File: config.mk
export PLATFORM = sky130hd
export DESIGN_NAME = pcx_rle_scanline_decoder
export DESIGN_NICKNAME = d
export VERILOG_FILES = /design/src/rtl/core/pcx_pkg.sv /design/src/rtl/core/pcx_step_unit.sv /design/src/rtl/core/pcx_rle_scanline_decoder.sv
export SDC_FILE = /design/constraint.sdc
export NUM_CORES = 1
export LEC_CHECK = 0
export ABC_AREA = 1
export CORE_MARGIN = 2
export CORE_UTILIZATION = 60
export CTS_CLUSTER_SIZE = 30
export DETAILED_ROUTE_END_ITERATION = 10
export DONT_BUFFER_PORTS = 1
export GPL_TIMING_DRIVEN = 0
export PLACE_DENSITY = 0.76
export RECOVER_POWER = 100
export SYNTH_ARGS = -nofsm -noshare
export SYNTH_HDL_FRONTEND = slang
export SYNTH_HIERARCHICAL = 1
export SYNTH_SLANG_ARGS = --single-unit
File: constraint.sdc
create_clock -name i_clk -period 4 [get_ports i_clk]
set_input_delay 0.8 -clock i_clk [delete_from_list [all_inputs] [get_ports i_clk]]
set_output_delay 0.8 -clock i_clk [all_outputs]
set_load 0.02 [all_outputs]
File: src/rtl/core/pcx_pkg.sv
`timescale 1ns / 1ps
// ----------------------------------------------------------------------------
// pcx_pkg
// Shared types and constants for the PCX run-length scanline decoder.
// ----------------------------------------------------------------------------
package pcx_pkg;

    localparam int POS_W  = 18;
    localparam int ROW_W  = 17;
    localparam int IDX_W  = 16;
    localparam int CNT_W  = 6;
    localparam int BYTE_W = 8;
    localparam int CFG_W  = 18;
    localparam int CFG_IDX_W = 2;

    localparam logic [BYTE_W-1:0] RUN_MARK = 8'hC0;
    localparam logic [BYTE_W-1:0] RUN_MASK = 8'h3F;

    localparam logic [POS_W-1:0] SCAN_RESET = 18'd320;
    localparam logic [POS_W-1:0] CAP_RESET  = 18'd320;
    localparam logic [ROW_W-1:0] ROWS_RESET = 17'd240;

    localparam logic [CFG_IDX_W-1:0] CFG_SCAN_BYTES    = 2'd0;
    localparam logic [CFG_IDX_W-1:0] CFG_LINE_CAPACITY = 2'd1;
    localparam logic [CFG_IDX_W-1:0] CFG_ROW_COUNT     = 2'd2;

    typedef enum logic [1:0] {
        ST_IDLE,
        ST_RUN,
        ST_STATUS
    } t_state;

    // results of one evaluation of the step unit
    typedef struct packed {
        logic             overflow;
        logic             row_end;
        logic             last_row;
        logic             wrap_fin;
        logic             row_over;
        logic [POS_W-1:0] pos_inc;
        logic [ROW_W-1:0] row_inc;
    } t_step_res;

endpackage

File: src/rtl/core/pcx_step_unit.sv
`timescale 1ns / 1ps
// ----------------------------------------------------------------------------
// pcx_step_unit
// Position and row arithmetic used by the sequencer once per result: the
// position and row increments and the capacity, scanline and row compares.
// ----------------------------------------------------------------------------
module pcx_step_unit
    import pcx_pkg::*;
(
    input  logic [POS_W-1:0] i_pos,
    input  logic [ROW_W-1:0] i_row,
    input  logic [POS_W-1:0] i_scan,
    input  logic [POS_W-1:0] i_cap,
    input  logic [ROW_W-1:0] i_rows,
    output t_step_res        o_res
);

    logic [POS_W:0] w_pos_inc;
    logic [ROW_W:0] w_row_inc;

    assign w_pos_inc = {1'b0, i_pos} + {{POS_W{1'b0}}, 1'b1};
    assign w_row_inc = {1'b0, i_row} + {{ROW_W{1'b0}}, 1'b1};

    always_comb begin
        o_res.overflow = (i_pos >= i_cap);
        o_res.row_end  = (w_pos_inc >= {1'b0, i_scan});
        // unwrapped compare for the image-done flag, wrapped for the finish
        o_res.last_row = (w_row_inc >= {1'b0, i_rows});
        o_res.wrap_fin = (w_row_inc[ROW_W-1:0] >= i_rows);
        o_res.row_over = (i_row >= i_rows);
        o_res.pos_inc  = w_pos_inc[POS_W-1:0];
        o_res.row_inc  = w_row_inc[ROW_W-1:0];
    end

endmodule

File: src/rtl/core/pcx_rle_scanline_decoder.sv
`timescale 1ns / 1ps
// ----------------------------------------------------------------------------
// pcx_rle_scanline_decoder
// PCX run-length decoder: expands compressed body bytes into row-tagged bytes.
// ----------------------------------------------------------------------------
// A byte is taken while the sequencer is idle. A count byte then frees the
// input again at once (after an early-end status word if it ends the input);
// a literal or the data byte of a run of n occupies the block while the
// sequencer issues its n words, one word per cycle while the output register
// is not held by a stall, through the shared position/row step unit into the
// output register. A run that hits the line capacity stops at its status
// word. A zero-length run or an ignored byte also frees the input at once
// (after a status word for a zero-length run with an early end). The input is
// stalled while a run expands; the next byte is taken while the last word of
// a run still waits downstream.
module pcx_rle_scanline_decoder
    import pcx_pkg::*;
(
    input  logic                 i_clk,
    input  logic                 i_rst_n,
    input  logic                 i_cfg_we,
    input  logic [CFG_IDX_W-1:0] i_cfg_index,
    input  logic [CFG_W-1:0]     i_cfg_data,
    input  logic                 i_in_valid,
    output logic                 o_in_stall,
    input  logic [BYTE_W-1:0]    i_raw_byte,
    input  logic                 i_end_of_input,
    output logic                 o_out_valid,
    input  logic                 i_out_stall,
    output logic                 o_has_data,
    output logic [BYTE_W-1:0]    o_pixel_byte,
    output logic [POS_W-1:0]     o_byte_position,
    output logic [IDX_W-1:0]     o_row_index,
    output logic                 o_row_done,
    output logic                 o_image_done,
    output logic                 o_last_of_run,
    output logic                 o_size_issue
);

    t_state            r_state, n_state;
    logic [POS_W-1:0]  r_scan, r_cap;
    logic [ROW_W-1:0]  r_rows;
    logic [CNT_W-1:0]  r_pend_cnt, n_pend_cnt;
    logic              r_run_pend, n_run_pend;
    logic [POS_W-1:0]  r_pos, n_pos;
    logic [ROW_W-1:0]  r_row, n_row;
    logic              r_fin, n_fin;
    logic              r_issue, n_issue;
    logic [CNT_W-1:0]  r_remain, n_remain;
    logic [BYTE_W-1:0] r_data, n_data;
    logic              r_eoi, n_eoi;

    logic              r_out_valid, n_out_valid;
    logic              r_out_has, r_out_rd, r_out_id, r_out_last, r_out_iss;
    logic [BYTE_W-1:0] r_out_px;
    logic [POS_W-1:0]  r_out_pos;
    logic [IDX_W-1:0]  r_out_row;

    logic              w_emit, w_slot_free, w_accept, w_fin_after;
    logic              e_has, e_rd, e_id, e_last, e_iss;
    logic [BYTE_W-1:0] e_px;
    t_step_res         w_step;

    pcx_step_unit u_step (
        .i_pos  (r_pos),
        .i_row  (r_row),
        .i_scan (r_scan),
        .i_cap  (r_cap),
        .i_rows (r_rows),
        .o_res  (w_step)
    );

    assign w_slot_free = !r_out_valid || !i_out_stall;
    assign w_accept    = i_in_valid && (r_state == ST_IDLE);
    assign o_in_stall  = (r_state != ST_IDLE);

    always_comb begin
        n_state     = r_state;
        n_pend_cnt  = r_pend_cnt;
        n_run_pend  = r_run_pend;
        n_pos       = r_pos;
        n_row       = r_row;
        n_fin       = r_fin;
        n_issue     = r_issue;
        n_remain    = r_remain;
        n_data      = r_data;
        n_eoi       = r_eoi;
        w_emit      = 1'b0;
        w_fin_after = 1'b0;
        e_has       = 1'b0;
        e_px        = '0;
        e_rd        = 1'b0;
        e_id        = 1'b0;
        e_last      = 1'b0;
        e_iss       = r_issue;

        unique case (r_state)
            ST_IDLE: begin
                if (w_accept) begin
                    if (r_fin || w_step.row_over) begin
                        // drop the byte once the image is complete
                        n_fin = 1'b1;
                    end else if (r_run_pend) begin
                        n_run_pend = 1'b0;
                        if (r_pend_cnt == '0) begin
                            if (i_end_of_input) begin
                                n_issue = 1'b1;
                                n_state = ST_STATUS;
                            end
                        end else begin
                            n_remain = r_pend_cnt;
                            n_data   = i_raw_byte;
                            n_eoi    = i_end_of_input;
                            n_state  = ST_RUN;
                        end
                    end else if ((i_raw_byte & RUN_MARK) == RUN_MARK) begin
                        n_pend_cnt = CNT_W'(i_raw_byte & RUN_MASK);
                        n_run_pend = 1'b1;
                        if (i_end_of_input) begin
                            n_issue = 1'b1;
                            n_state = ST_STATUS;
                        end
                    end else begin
                        n_remain = CNT_W'(1);
                        n_data   = i_raw_byte;
                        n_eoi    = i_end_of_input;
                        n_state  = ST_RUN;
                    end
                end
            end
            ST_STATUS: begin
                if (w_slot_free) begin
                    w_emit  = 1'b1;
                    e_last  = 1'b1;
                    e_iss   = 1'b1;
                    n_state = ST_IDLE;
                end
            end
            ST_RUN: begin
                if (w_slot_free) begin
                    w_emit = 1'b1;
                    if (w_step.overflow) begin
                        // drop the write, close the row and discard the run
                        e_rd    = 1'b1;
                        e_id    = w_step.last_row;
                        e_last  = 1'b1;
                        e_iss   = 1'b1;
                        n_issue = 1'b1;
                        n_pos   = '0;
                        n_row   = w_step.row_inc;
                        n_fin   = w_step.wrap_fin;
                        n_state = ST_IDLE;
                    end else begin
                        e_has    = 1'b1;
                        e_px     = r_data;
                        n_pos    = w_step.pos_inc;
                        n_remain = r_remain - CNT_W'(1);
                        if (r_remain == CNT_W'(1)) begin
                            e_last  = 1'b1;
                            n_state = ST_IDLE;
                            if (w_step.row_end) begin
                                e_rd        = 1'b1;
                                e_id        = w_step.last_row;
                                n_pos       = '0;
                                n_row       = w_step.row_inc;
                                n_fin       = w_step.wrap_fin;
                                w_fin_after = w_step.wrap_fin;
                            end
                            if (r_eoi && !w_fin_after) begin
                                n_issue = 1'b1;
                                e_iss   = 1'b1;
                            end
                        end
                    end
                end
            end
            default: begin
                n_state = ST_IDLE;
            end
        endcase

        if (w_emit) begin
            n_out_valid = 1'b1;
        end else if (!i_out_stall) begin
            n_out_valid = 1'b0;
        end else begin
            n_out_valid = r_out_valid;
        end
    end

    always_ff @(posedge i_clk) begin
        if (!i_rst_n) begin
            r_state     <= ST_IDLE;
            r_pend_cnt  <= '0;
            r_run_pend  <= 1'b0;
            r_pos       <= '0;
            r_row       <= '0;
            r_fin       <= 1'b0;
            r_issue     <= 1'b0;
            r_remain    <= '0;
            r_out_valid <= 1'b0;
        end else begin
            r_state     <= n_state;
            r_pend_cnt  <= n_pend_cnt;
            r_run_pend  <= n_run_pend;
            r_pos       <= n_pos;
            r_row       <= n_row;
            r_fin       <= n_fin;
            r_issue     <= n_issue;
            r_remain    <= n_remain;
            r_out_valid <= n_out_valid;
        end
    end

    always_ff @(posedge i_clk) begin
        if (!i_rst_n) begin
            r_scan <= SCAN_RESET;
            r_cap  <= CAP_RESET;
            r_rows <= ROWS_RESET;
        end else if (i_cfg_we) begin
            unique case (i_cfg_index)
                CFG_SCAN_BYTES:    r_scan <= i_cfg_data;
                CFG_LINE_CAPACITY: r_cap  <= i_cfg_data;
                CFG_ROW_COUNT:     r_rows <= i_cfg_data[ROW_W-1:0];
                default: begin
                end
            endcase
        end
    end

    // payload of the run and of the output word
    always_ff @(posedge i_clk) begin
        r_data <= n_data;
        r_eoi  <= n_eoi;
        if (w_emit) begin
            r_out_has  <= e_has;
            r_out_px   <= e_px;
            r_out_pos  <= r_pos;
            r_out_row  <= r_row[IDX_W-1:0];
            r_out_rd   <= e_rd;
            r_out_id   <= e_id;
            r_out_last <= e_last;
            r_out_iss  <= e_iss;
        end
    end

    assign o_out_valid     = r_out_valid;
    assign o_has_data      = r_out_has;
    assign o_pixel_byte    = r_out_px;
    assign o_byte_position = r_out_pos;
    assign o_row_index     = r_out_row;
    assign o_row_done      = r_out_rd;
    assign o_image_done    = r_out_id;
    assign o_last_of_run   = r_out_last;
    assign o_size_issue    = r_out_iss;

    a_status_flags_issue: assert property (@(posedge i_clk) disable iff (!i_rst_n)
        o_out_valid && !o_has_data |-> o_size_issue && o_last_of_run)
        else $error("status word without issue flag or last marker");

    a_image_done_ends_row: assert property (@(posedge i_clk) disable iff (!i_rst_n)
        o_out_valid && o_image_done |-> o_row_done)
        else $error("image done without row done");

    a_row_done_is_last: assert property (@(posedge i_clk) disable iff (!i_rst_n)
        o_out_valid && o_row_done |-> o_last_of_run)
        else $error("row ended before the last word of a byte");

    a_emit_only_busy: assert property (@(posedge i_clk) disable iff (!i_rst_n)
        $rose(o_out_valid) |-> $past(r_state != ST_IDLE))
        else $error("word issued from idle sequencer");

    a_issue_sticky: assert property (@(posedge i_clk) disable iff (!i_rst_n)
        $past(r_issue) |-> r_issue)
        else $error("issue flag cleared");

endmodule

# After elaboration in Yosys (flattened, before gate mapping)
# Index checks and enable logic that the tools add are counted.
dict set report op_classes {
  addsub 3
  order_cmp 5
  n_eq_ne 21
  muxes 73
  bitwise_logic 4
  n_reduce_logical 28
}
# operator count
set op_table {}
lappend op_table {{2-to-1 mux 18 bit} 3}
lappend op_table {{2-to-1 mux 17 bit} 3}
lappend op_table {{2-to-1 mux 6 bit} 7}
lappend op_table {{2-to-1 mux 1 bit} 41}
lappend op_table {{greater-or-equal comparator 17 bit} 2}
lappend op_table {{2-to-1 mux 8 bit} 3}
lappend op_table {{2-to-1 mux 2 bit} 10}
lappend op_table {{AND reduction 5 bit} 4}
lappend op_table {{adder 18 x 1 -> 19 bit, second input constant} 1}
lappend op_table {{greater-or-equal comparator 19 x 18 -> 1 bit} 1}
lappend op_table {{adder 17 x 1 -> 18 bit, second input constant} 1}
lappend op_table {{greater-or-equal comparator 18 x 17 -> 1 bit} 1}
lappend op_table {{greater-or-equal comparator 18 bit} 1}
lappend op_table {{inequality test 2 bit, second input constant} 7}
lappend op_table {{case mux 6 bit (2 select lines)} 1}
lappend op_table {{inequality test 3 x 2 -> 1 bit, second input constant} 3}
lappend op_table {{case mux 1 bit (2 select lines)} 4}
lappend op_table {{AND reduction 2 bit} 4}
lappend op_table {{nonzero test 2 bit} 4}
lappend op_table {{AND reduction 7 bit} 1}
lappend op_table {{equality test 2 bit, second input constant} 3}
lappend op_table {{equality test 6 x 1 -> 1 bit, second input constant} 1}
lappend op_table {{logical NOT 6 bit} 1}
lappend op_table {{inequality test 3 bit, second input constant} 2}
lappend op_table {{15 further kinds} 25}
dict set report totals {
  regBits 162
  input_bits 34
  out_inout_bits 49
  wordCells 156
}

# Longest topological paths before layout
# Gate-level depths: netlist (run 1).
dict set report depth {
  ltp_word 14
  mapped_depth 23
  depth_no_buf 23
}

# Hierarchy
# The synthesis (run 1) kept the hierarchy.
# module instances cells_each area_each_um2 seq_area_each_um2
set modules_own_cells {}
lappend modules_own_cells {pcx_rle_scanline_decoder 1 656 6089.6 3803.6}
lappend modules_own_cells {pcx_step_unit 1 455 2748.9 0.0}

# Worst setup path after synthesis (run 1)
# No wires, ideal clock.
dict set report synth_path {
  path_kind {input port to flip-flop}
  start {input i_out_stall}
  end {register r_out_pos[0], in the netlist o_byte_position[0] (enable)}
  setup_ps 453
  arrival_time_ps 3011
  required_ps 3547
  slack_ps 536
  cell_stages 3
  path_buffers 0
  cell_sequence {nand2_1 inv_1 nor2_1}
}
dict set report synth_via {
  elab_chain_cells 4
}
# element line
set synth_lines {}
lappend synth_lines {{start: declaration} pcx_rle_scanline_decoder.sv:29} ;# input logic i_out_stall,
lappend synth_lines {{logical NOT 1 bit} --}
lappend synth_lines {{logical OR 1 bit} pcx_rle_scanline_decoder.sv:73} ;# assign w_slot_free = !r_out_valid || !i_out_stall;
lappend synth_lines {{2-to-1 mux 1 bit} {pcx_rle_scanline_decoder.sv:132, pcx_rle_scanline_decoder.sv:140}}
lappend synth_lines {{2-to-1 mux 1 bit} --}
lappend synth_lines {{end signal: assignment} pcx_rle_scanline_decoder.sv:238} ;# r_out_pos <= r_pos;
lappend synth_lines {{end: declaration} pcx_rle_scanline_decoder.sv:56} ;# logic [POS_W-1:0] r_out_pos;
# No other way between the ends.
# A chain may end at the register's enable or synchronous reset.

==> metrics.md, run 1 <==
| Metric | Value |
|---|---|
| CP Buf/Inv Count | 2 |
| CTS buffer count | 17 |
| Worst EP arrival | 3.99 ns |
| Failing checks | max-capacitance violations, max-slew violations |
| Sum of negative setup slack | 0 ns |
| Initial DRC count | 579 |
| Worst Hold End | r_data[4]$_DFFE_PP_ |
| Fraction of registers with async set/reset | 0% |
| Hold_buf cts | 0 |
| Vias per Instance | 5.45 |
| Fmax | 0.275 GHz |
| Yosys cell types | 39 |
| DRC | 0 |
| Worst Skew | 0.0110 ns |
| Reg clk slew, reported paths | 0.07 ns |
| Worst path cell trace | ha_1, nand2_1, nor3_2, nand2_2, nor2_1, xor2_1, ha_1, nand2_1, nor2_1, a211oi_1, nand2_1, nor2_1, nand2_1, or2_2, nand3_2, buf_6, nand2_4, buf_12, nor3_1 |
| R2R cell count | 19 |
| Layout Area Growth over Synthesis | 9.40% |
| Slack of the worst reg-to-reg path | 0.36 ns |
| Critical path startpoint | r_pos[0]$_SDFFE_PN0P_ |
| Worst-margin pin slew | 1.83 ns |
| Relative slew slack | -22.4% |
| Synthesis warning total | 6 |
| Die area | 15,700 µm² |
| Hold Crit Start | i_raw_byte[4] |
| Pin count of the biggest net entering global routing | 29 |
| Seq/Total Area, Yosys | 43.0% |
| Post-CTS Setup Inserts | 0 |
| Final Power | 0.00678 W |
| Post-synth top cells | 221 x nand2_1, 187 x nor2_1, 139 x inv_1 |
| RePlAce Congestion | 0.930 |
| Worst-Skew Late Latency | 0.43 ns |
| RSZ-0062 raised after global routing | false |
| Hold_ws | 0.462 ns |
| P_leak | 4.45 nW |
| Wire per inst | 15.3 µm |
| First-pass GRT wire length | 32.7 mm |
| FILL cells | 1,223 |
| I/O Buffers | 0 |
| Die height | 125 µm |
| Clock sinks | 162 |
| Fin. max-slew vios | 22 |
| CTS tree | built |
| Period utilisation layout | 91.0% |
| Placed cell areas | 9100 µm² |
| R2r startpoint | r_pos[0]$_SDFFE_PN0P_ |
| Detail Route Antenna Nets | 0 |
| Vias in the first global route | 6,744 |
| Tot GR Track Use | 26.2% |
| Total Routed Length | 20.3 mm |
| Top cell by count, worst path | nand2_1 |
| Die X | 125 µm |
| Crit path launch type | flip-flop |
| Tmin final | 3.64 ns |
| Worst path depth | 19 |
| Layout cells sized above 1 | 7.95% |
| Final setup viols | 0 |
| Pwr per Cell Area | 701 nW/µm² |
| Hold Crit Class | in -> reg |
| Mapped Area | 8840 µm² |
| Starting density of the core | 61.0% |
| Outcome | finished, violations left |
| Core area | 14,500 µm² |
| GRT overflow | 0 |
| Multi-input logic area | 4240 µm² |
| Most frequent cell after synthesis | nand2_1 |
| FP Rows | 44 |
| Max-Cap Viols | 1 |
| Most common flop cell mapped by yosys | dfxtp_1 |
| CP Data Required Time | 4.35 ns |
| Peak VDD IR | 0.412 mV |
| Post-synth EDFFs | 56 |
| Max clock buf depth | 2 |
| # diodes | 0 |
| Reg2Reg Capture Point | r_pos[11]$_SDFFE_PN0P_ |
| Final HPWL DP | 15.2 mm |
| Storage element area | 3800 µm² |
| I/O pin count | 83 |
| Initial antenna violation count | 0 |
| Via count | 7,242 |
| CTS resizes | 0 |
| Synth top area share | 24.0% |
| Critical path capture point type | flip-flop |
| Max stage delay on crit path | 0.51 ns |
| Total iterations of the first detailed-routing run | 5 |
| Syn nets | 1,222 |
| Hold Path Depth | 0 |
| Finished Cell Area | 9670 µm² |
| Root Buffer | clkbuf_16 |
| CP delay by family, top | simple AND/OR/NAND/NOR gates |
| CP max FO | 10 |
| Mean Syn Cell Area | 7.96 µm² |
| Largest cells by area after synthesis | dfxtp_1 24%, edfxtp_1 19%, ha_1 11%, nand2_1 9.4%, nor2_1 7.9% |
| Cells after synthesis | 1,111 |
| H-tree depth | 4 |
| Final layout net count | 1,242 |
| Hold Vio Cnt, Final | 0 |
| Fin util | 66.8% |
| Slowest CP cell | dfxtp_1 |
| Synth Register Bits | 162 |
| Crit path kind | reg -> reg |
| Synth area leader | dfxtp_1 |
through the flow:
| step | worst slack [ns] | std cells |
|---|---|---|
| 2_1_floorplan | 0.536 | 1111 |
| 3_3_place_gp | -0.568 | 1295 |
| 3_5_place_dp | 0.476 | 1296 |
| 4_1_cts | 0.456 | 1328 |
| 5_1_grt | 0.0363 | 1328 |
| 6_report | 0.359 | 1328 |
layer usage:
metal	GRT usage, %	vias up	routed length (µm)
met3	6.59	30	1260
li1	-	3632	-
met2	41.8	214	9280
met1	36.0	3366	9490
met5	0	-	0
met4	6.93	0	297
logic make-up (layout without fill, tap and decap cells):
kind of cell | Yosys count | in the layout | synth area share [%]
XOR/XNOR | 30 | 30 | 3.06
buffers and inverters | 180 | 213 | 8.52
flip-flops | 162 | 162 | 43.0
AND/OR/NAND/NOR | 528 | 528 | 26.5
adder cells (fa/ha/maj) | 77 | 77 | 10.9
AO/OA/AOI/OAI | 134 | 134 | 7.96
placed cells by master, fill, tap and decap left out, types with 14 or more instances in the layout:
cell type,synthesis,routed
nand2_1,221,223
nor2_1,187,189
inv_1,139,142
dfxtp_1,106,106
ha_1,77,77
a21oi_1,70,70
edfxtp_1,56,56
o21ai_0,50,50
nand3_1,38,38
xor2_1,23,23
nand4_1,21,21
nor3_1,15,19
clkbuf_16,0,17
clkbuf_1,11,14
report_power, final:
part,switching (W),internal (W),leakage [nW]
registers,0.000633,0.00228,1.41
clock network,0.000719,0.00107,0.316
logic,0.00138,0.000699,2.73
cell type report:
cell class	instances	share of cell area, %
inverter	155	6.07
tap	184	2.38
buffer	25	1.68
timing repair buffer	1	0.0518
clock buffer	18	4.44
clock inverter	14	2.19
sequential	162	39.3
multi-input combinational	769	43.9
flip-flops by register name (all words and copies together), names as in the netlist, 2 cells and up:
name             count
o_byte_position     18
o_pixel_byte         8
o_row_index         16
r_cap               18
r_data               8
r_pend_cnt           6
r_pos               18
r_remain             6
r_row               17
r_rows              17
r_scan              18
r_state              2
worst register-to-register path, delay by kind of cell, from the launching register on:
kind,cells,cell delay [ns]
adders and majority gates,2,0.54
buffers and inverters,2,0.37
AOI/OAI and AO/OA,1,0.17
xor gates and xnor gates,1,0.26
DFF,1,0.51
and+or+nand+nor,13,1.72
worst max-delay path by stage:
stage / to / slack, ns
3_5_place_dp: r_pos[12]$_SDFFE_PN0P_ / 0.48
5_1_grt: r_row[13]$_SDFFE_PN0P_ / 0.04
4_1_cts: r_pos[12]$_SDFFE_PN0P_ / 0.46
3_3_place_gp: o_byte_position[8]$_DFFE_PP_ / -0.57
2_1_floorplan: o_byte_position[0]$_DFFE_PP_ / 0.54
6_report: r_pos[11]$_SDFFE_PN0P_ / 0.36
Note: power is estimated with default switching activity, not from simulation.
==> run 2, diff against run 1 <==
- CTS_BUF_LIST: default -> sky130_fd_sc_hd__clkbuf_8 sky130_fd_sc_hd__clkbuf_16
==> run 2 against run 1 <==
Against the previous run: the flow still finishes with violations (max-capacitance violations, max-slew violations); utilization stayed put; maximum frequency hardly changed; combinational power hardly changed; design area stayed put; hold slack hardly changed; first-iteration DRC count is 1.7% higher; wire length is 0.27% lower; via count is 0.23% lower; register-to-register slack hardly changed; setup slack worse by 0.0017 ns; cell count stayed put; critical path type unchanged; critical endpoint is now r_pos[9]$_SDFFE_PN0P_.
==> metrics.md, run 2 (synthesis gave the netlist of run 1 again) <==
| Metric | Value |
|---|---|
| Outcome | finished, violations left |
| Failing checks | max-capacitance violations, max-slew violations |
| Max layer used | met4 |
| Relative slew slack | -22.5% |
| P_leak | 4.45 nW |
| Final HPWL DP | 15.2 mm |
| Worst EP arrival | 3.99 ns |
| Net Sw Frac | 40.2% |
| Hold Path Depth | 0 |
| Hold Vio Cnt, Final | 0 |
| Combinational share of power | 30.6% |
| Pre-CTS setup slack | 0.476 ns |
| Worst Hold End | r_data[4]$_DFFE_PP_ |
| Hold Crit Class | in -> reg |
| Vias in the first global route | 6,746 |
| Reg clk slew, reported paths | 0.07 ns |
| Worst-Skew Late Latency | 0.43 ns |
| Sum of negative setup slack | 0 ns |
| CTS buffer count | 17 |
| FP Rows | 44 |
| Pwr per Cell Area | 700 nW/µm² |
| Core area | 14,500 µm² |
| Critical path capture point type | flip-flop |
| Met3 WL post-DR | 1.34 mm |
| Final setup viols | 0 |
| FILL cells | 1,223 |
| Clk pwr share | 26.4% |
| Die X | 125 µm |
| RSZ-0062 raised after global routing | false |
| GRT overflow | 0 |
| Worst Skew | 0.0102 ns |
| Internal power | 0.00405 W |
| Tot GR Track Use | 26.2% |
| Max-Cap Viols | 1 |
| Hold Crit Start | i_raw_byte[4] |
| Met2 wire length | 9.22 mm |
| RePlAce Congestion | 0.930 |
| Final layout net count | 1,242 |
| Fmax | 0.275 GHz |
| Most common cell after layout, fill and taps aside | nand2_1 |
| I/O pin count | 83 |
| Hold_buf cts | 0 |
| Fin. max-slew vios | 22 |
| Total Routed Length | 20.3 mm |
| Total iterations of the first detailed-routing run | 6 |
| Metal-1 WL | 9.40 mm |
| R2r startpoint | r_pos[0]$_SDFFE_PN0P_ |
| Via count | 7,225 |
| Initial DRC count | 589 |
| Clock sinks | 162 |
| DRC | 0 |
| First-pass GRT wire length | 32.7 mm |
| H-tree depth | 4 |
| Die area | 15,700 µm² |
| Vias per Instance | 5.44 |
| Wire per inst | 15.3 µm |
| R2R cell count | 19 |
| Post-CTS Setup Inserts | 0 |
| Switching pwr | 0.00272 W |
| Detail Route Antenna Nets | 0 |
| Layout Area Growth over Synthesis | 9.40% |
| Peak VDD IR | 0.412 mV |
| Root Buffer | clkbuf_16 |
| Crit path launch type | flip-flop |
| Setup slack after layout | 0.358 ns |
| CTS tree | built |
| Worst-margin pin slew | 1.83 ns |
| Die height | 125 µm |
| Max clock buf depth | 2 |
| CP Data Required Time | 4.35 ns |
| # diodes | 0 |
| Layout cells sized above 1 | 7.95% |
| Crit path kind | reg -> reg |
| Tmin final | 3.64 ns |
| Commonest non-fill, non-tap cells in the layout | 223 x nand2_1, 189 x nor2_1, 143 x inv_1 |
| CP max FO | 10 |
| Reg2Reg Capture Point | r_pos[9]$_SDFFE_PN0P_ |
| Starting density of the core | 61.0% |
| I/O Buffers | 0 |
| Period utilisation layout | 91.1% |
| Reg power frac | 43.0% |
| CTS resizes | 0 |
| Initial antenna violation count | 0 |
| Pin count of the biggest net entering global routing | 29 |
| Slack of the worst reg-to-reg path | 0.36 ns |
## run 2: worst max-delay path by stage
stage | start | endpoint | slack, ns
4_1_cts | r_pos[0]$_SDFFE_PN0P_ | r_pos[12]$_SDFFE_PN0P_ | 0.46
6_report | r_pos[0]$_SDFFE_PN0P_ | r_pos[9]$_SDFFE_PN0P_ | 0.36
2_1_floorplan | i_out_stall | o_byte_position[0]$_DFFE_PP_ | 0.54
5_1_grt | r_pos[0]$_SDFFE_PN0P_ | r_row[13]$_SDFFE_PN0P_ | 0.04
3_5_place_dp | r_pos[0]$_SDFFE_PN0P_ | r_pos[12]$_SDFFE_PN0P_ | 0.48
3_3_place_gp | i_out_stall | o_byte_position[8]$_DFFE_PP_ | -0.57
## run 2: power by group through the flow
stage | logic [W] | clock network [W] | registers [W]
2_1_floorplan | 0.00162 | 0 | 0.00286
3_3_place_gp | 0.00202 | 0 | 0.00297
3_5_place_dp | 0.00212 | 0 | 0.00295
4_1_cts | 0.00215 | 0.00181 | 0.00292
5_1_grt | 0.00235 | 0.00187 | 0.00297
6_report | 0.00207 | 0.00179 | 0.00291
## run 2: area by class of cell
| cell class | count | area [µm²] | area share [%] |
|---|---|---|---|
| inverter | 155 | 587 | 6.07 |
| clock inverter | 15 | 215 | 2.23 |
| sequential | 162 | 3800 | 39.3 |
| multi-input combinational | 769 | 4240 | 43.9 |
| clock buffer | 17 | 425 | 4.40 |
| timing repair buffer | 1 | 5.00 | 0.0518 |
| tap | 184 | 230 | 2.38 |
| buffer | 25 | 163 | 1.68 |
## run 2: metrics by stage
stage | hold slack [ns] | std cells | total power, W | utilization, % | instance area [µm²]
after floorplan | 0.429 | 1111 | 0.00448 | - | 8840
after global placement | 0.442 | 1295 | 0.00499 | 62.6 | 9070
after detailed placement | 0.451 | 1296 | 0.00507 | 62.8 | 9100
after CTS | 0.449 | 1328 | 0.00687 | 67.2 | 9740
after global routing | 0.443 | 1328 | 0.00720 | 66.8 | 9670
final | 0.462 | 1328 | 0.00677 | 66.8 | 9670
## run 2: routing by layer
metal / vias up / GRT usage [%]
met1: 3345 / 36.0
met5: - / 0
met4: 0 / 6.93
met3: 31 / 6.59
li1: 3634 / -
met2: 215 / 41.8
## run 2: critical path: stages (launching register included)
cell      delay (ns)
dfxtp_1         0.51
ha_1            0.26
nand2_1         0.10
nor3_2          0.21
nand2_2         0.14
nor2_1          0.15
xor2_1          0.27
ha_1            0.28
nand2_1         0.10
nor2_1          0.05
a211oi_1        0.16
nand2_1         0.07
nor2_1          0.10
nand2_1         0.13
or2_2           0.33
nand3_2         0.09
buf_6           0.17
nand2_4         0.12
buf_12          0.19
nor3_1          0.12
==> run 3, diff against run 2 <==
- CORE_UTILIZATION: 60 -> 63
- PLACE_DENSITY: 0.76 -> default
- PLACE_DENSITY_LB_ADDON: default -> 0.12
==> run 3 against run 2 <==
Against the previous run: design area fell by 0.10%; total power decreased by 0.13%; global-route usage is 0.85 points higher; critical endpoint is now r_pos[16]$_SDFFE_PN0P_; the run now ends clean.
==> metrics.md, run 3 (synthesis gave the netlist of run 1 again) <==
| Metric | Value |
|---|---|
| Outcome | finished, final reports clean |
| Pin count of the biggest net entering global routing | 36 |
| Initial antenna violation count | 0 |
| Reg clk slew, reported paths | 0.07 ns |
| I/O Buffers | 0 |
| Vias per Instance | 5.38 |
| First-pass GRT wire length | 31.6 mm |
| Fmax | 0.276 GHz |
| Layout cells sized above 1 | 7.69% |
| Initial DRC count | 550 |
| Layout Area Growth over Synthesis | 9.29% |
| Final Non-Filler Cells | 1,324 |
| Crit path launch type | flip-flop |
| Peak VDD IR | 0.444 mV |
| Worst EP arrival | 3.97 ns |
| Storage element area | 3800 µm² |
| RePlAce Congestion | 0.958 |
| Die area | 15,000 µm² |
| Die height | 122 µm |
| Placed Cells | 1,292 |
| Root Buffer | clkbuf_16 |
| Final setup viols | 0 |
| Die X | 122 µm |
| Hold Vio Cnt, Final | 0 |
| Wire per inst | 14.8 µm |
| Tot GR Track Use | 27.1% |
| CTS tree | built |
| Final HPWL DP | 15.0 mm |
| Core area | 13,800 µm² |
| Critical path capture point type | flip-flop |
| Placed cell areas | 9090 µm² |
| Hold_buf cts | 0 |
| Post-CTS Setup Inserts | 0 |
| Hold Crit Class | reg -> reg |
| H-tree depth | 4 |
| Total Routed Length | 19.6 mm |
| Worst-Skew Late Latency | 0.43 ns |
| Detail Route Antenna Nets | 0 |
| Starting density of the core | 64.2% |
| Pre-CTS setup slack | 0.441 ns |
| Relative slew slack | 6.78% |
| Fin. max-slew vios | 0 |
| RSZ-0062 raised after global routing | false |
| Clock sinks | 162 |
| CTS buffer count | 17 |
| Worst-margin pin slew | 1.39 ns |
| FILL cells | 1,149 |
| CP Data Required Time | 4.35 ns |
| Setup slack after layout | 0.375 ns |
| I/O pin count | 83 |
| Total iterations of the first detailed-routing run | 5 |
| P_leak | 4.44 nW |
| Max-Cap Viols | 0 |
| Most common cell after layout, fill and taps aside | nand2_1 |
| Vias in the first global route | 6,525 |
| Commonest non-fill, non-tap cells in the layout | 225 x nand2_1, 190 x nor2_1, 143 x inv_1 |
| Pwr per Cell Area | 700 nW/µm² |
| Period utilisation layout | 90.6% |
| Multi-input logic area | 4230 µm² |
| Final layout net count | 1,242 |
| Tmin final | 3.63 ns |
| Crit path kind | reg -> reg |
| Max clock buf depth | 2 |
| DRC | 0 |
| # diodes | 0 |
| Fin util | 70.1% |
| FP Rows | 43 |
| Via count | 7,118 |
| GRT overflow | 0 |
| Worst Skew | 0.00898 ns |
| CP max FO | 10 |
| Finished Cell Area | 9660 µm² |
| CTS resizes | 0 |
==> run 3: cell types whose count changed in the layout (fill, tap and decap cells not counted), moves of 2 or more <==
| cell | change |
|---|---|
| nand2_2 | -2 |
| inv_6 | -3 |
| nand2_1 | +2 |
| nor3_1 | -2 |
| nor3_2 | +3 |
| clkinv_4 | +2 |
==> run 3: where the power goes <==
part           leakage [nW]  internal (W)  switching, W  total, W
registers              1.41       0.00228      0.000632   0.00292
clock network         0.314       0.00107      0.000702   0.00177
logic                  2.73      0.000701       0.00138   0.00208
total                  4.44       0.00405       0.00271   0.00676
==> run 3: metrics by stage <==
step / TNS [ns] / hold slack [ns] / total power [W]
CTS: 0 / 0.451 / 0.00685
detailed placement: 0 / 0.445 / 0.00506
global route: 0 / 0.444 / 0.00720
floorplan: 0 / 0.429 / 0.00448
global placement: -27.39 / 0.440 / 0.00499
finish: 0 / 0.456 / 0.00676
==> run 3: layer usage <==
layer  up-vias  track usage, %  wire, µm
li1       3641               -         -
met1      3253            38.4      9190
met2       201            41.4      8710
met3        23            6.60      1500
met4         0            7.61       240
met5         -               0         0
==> run 3: path summary, 6_finish.rpt <==
check                                   from                    endpoint  slack (ns)  depth (start not counted)
hold / removal    r_pend_cnt[0]$_SDFFE_PN0P_  r_pend_cnt[0]$_SDFFE_PN0P_        0.46                          2
hold reg to reg   r_pend_cnt[0]$_SDFFE_PN0P_  r_pend_cnt[0]$_SDFFE_PN0P_        0.46                          2
setup / recovery       r_pos[0]$_SDFFE_PN0P_      r_pos[16]$_SDFFE_PN0P_        0.37                         19
setup reg to reg       r_pos[0]$_SDFFE_PN0P_      r_pos[16]$_SDFFE_PN0P_        0.37                         19
==> run 3: worst max-delay path, cell delays in order (launching register included) <==
cell,delay [ns]
dfxtp_1,0.52
ha_1,0.24
nand2_1,0.09
nor3_2,0.18
nand2_1,0.18
nor2_1,0.16
xor2_1,0.26
ha_1,0.28
nand2_1,0.10
nor2_1,0.05
a211oi_1,0.18
nand2_1,0.08
nor2_1,0.10
nand2_1,0.12
or2_2,0.32
nand3_2,0.09
buf_6,0.17
nand2_4,0.12
buf_12,0.20
nor3_2,0.11
==> run 3: cell type report <==
cell class | instances | share of cell area, %
clock inverters | 15 | 2.28
flip-flops and latches | 162 | 39.4
repair buffers | 1 | 0.0518
plain buffers | 25 | 1.67
multi-input cells | 769 | 43.8
inverters | 155 | 6.08
well taps | 180 | 2.33
clock buffers | 17 | 4.40
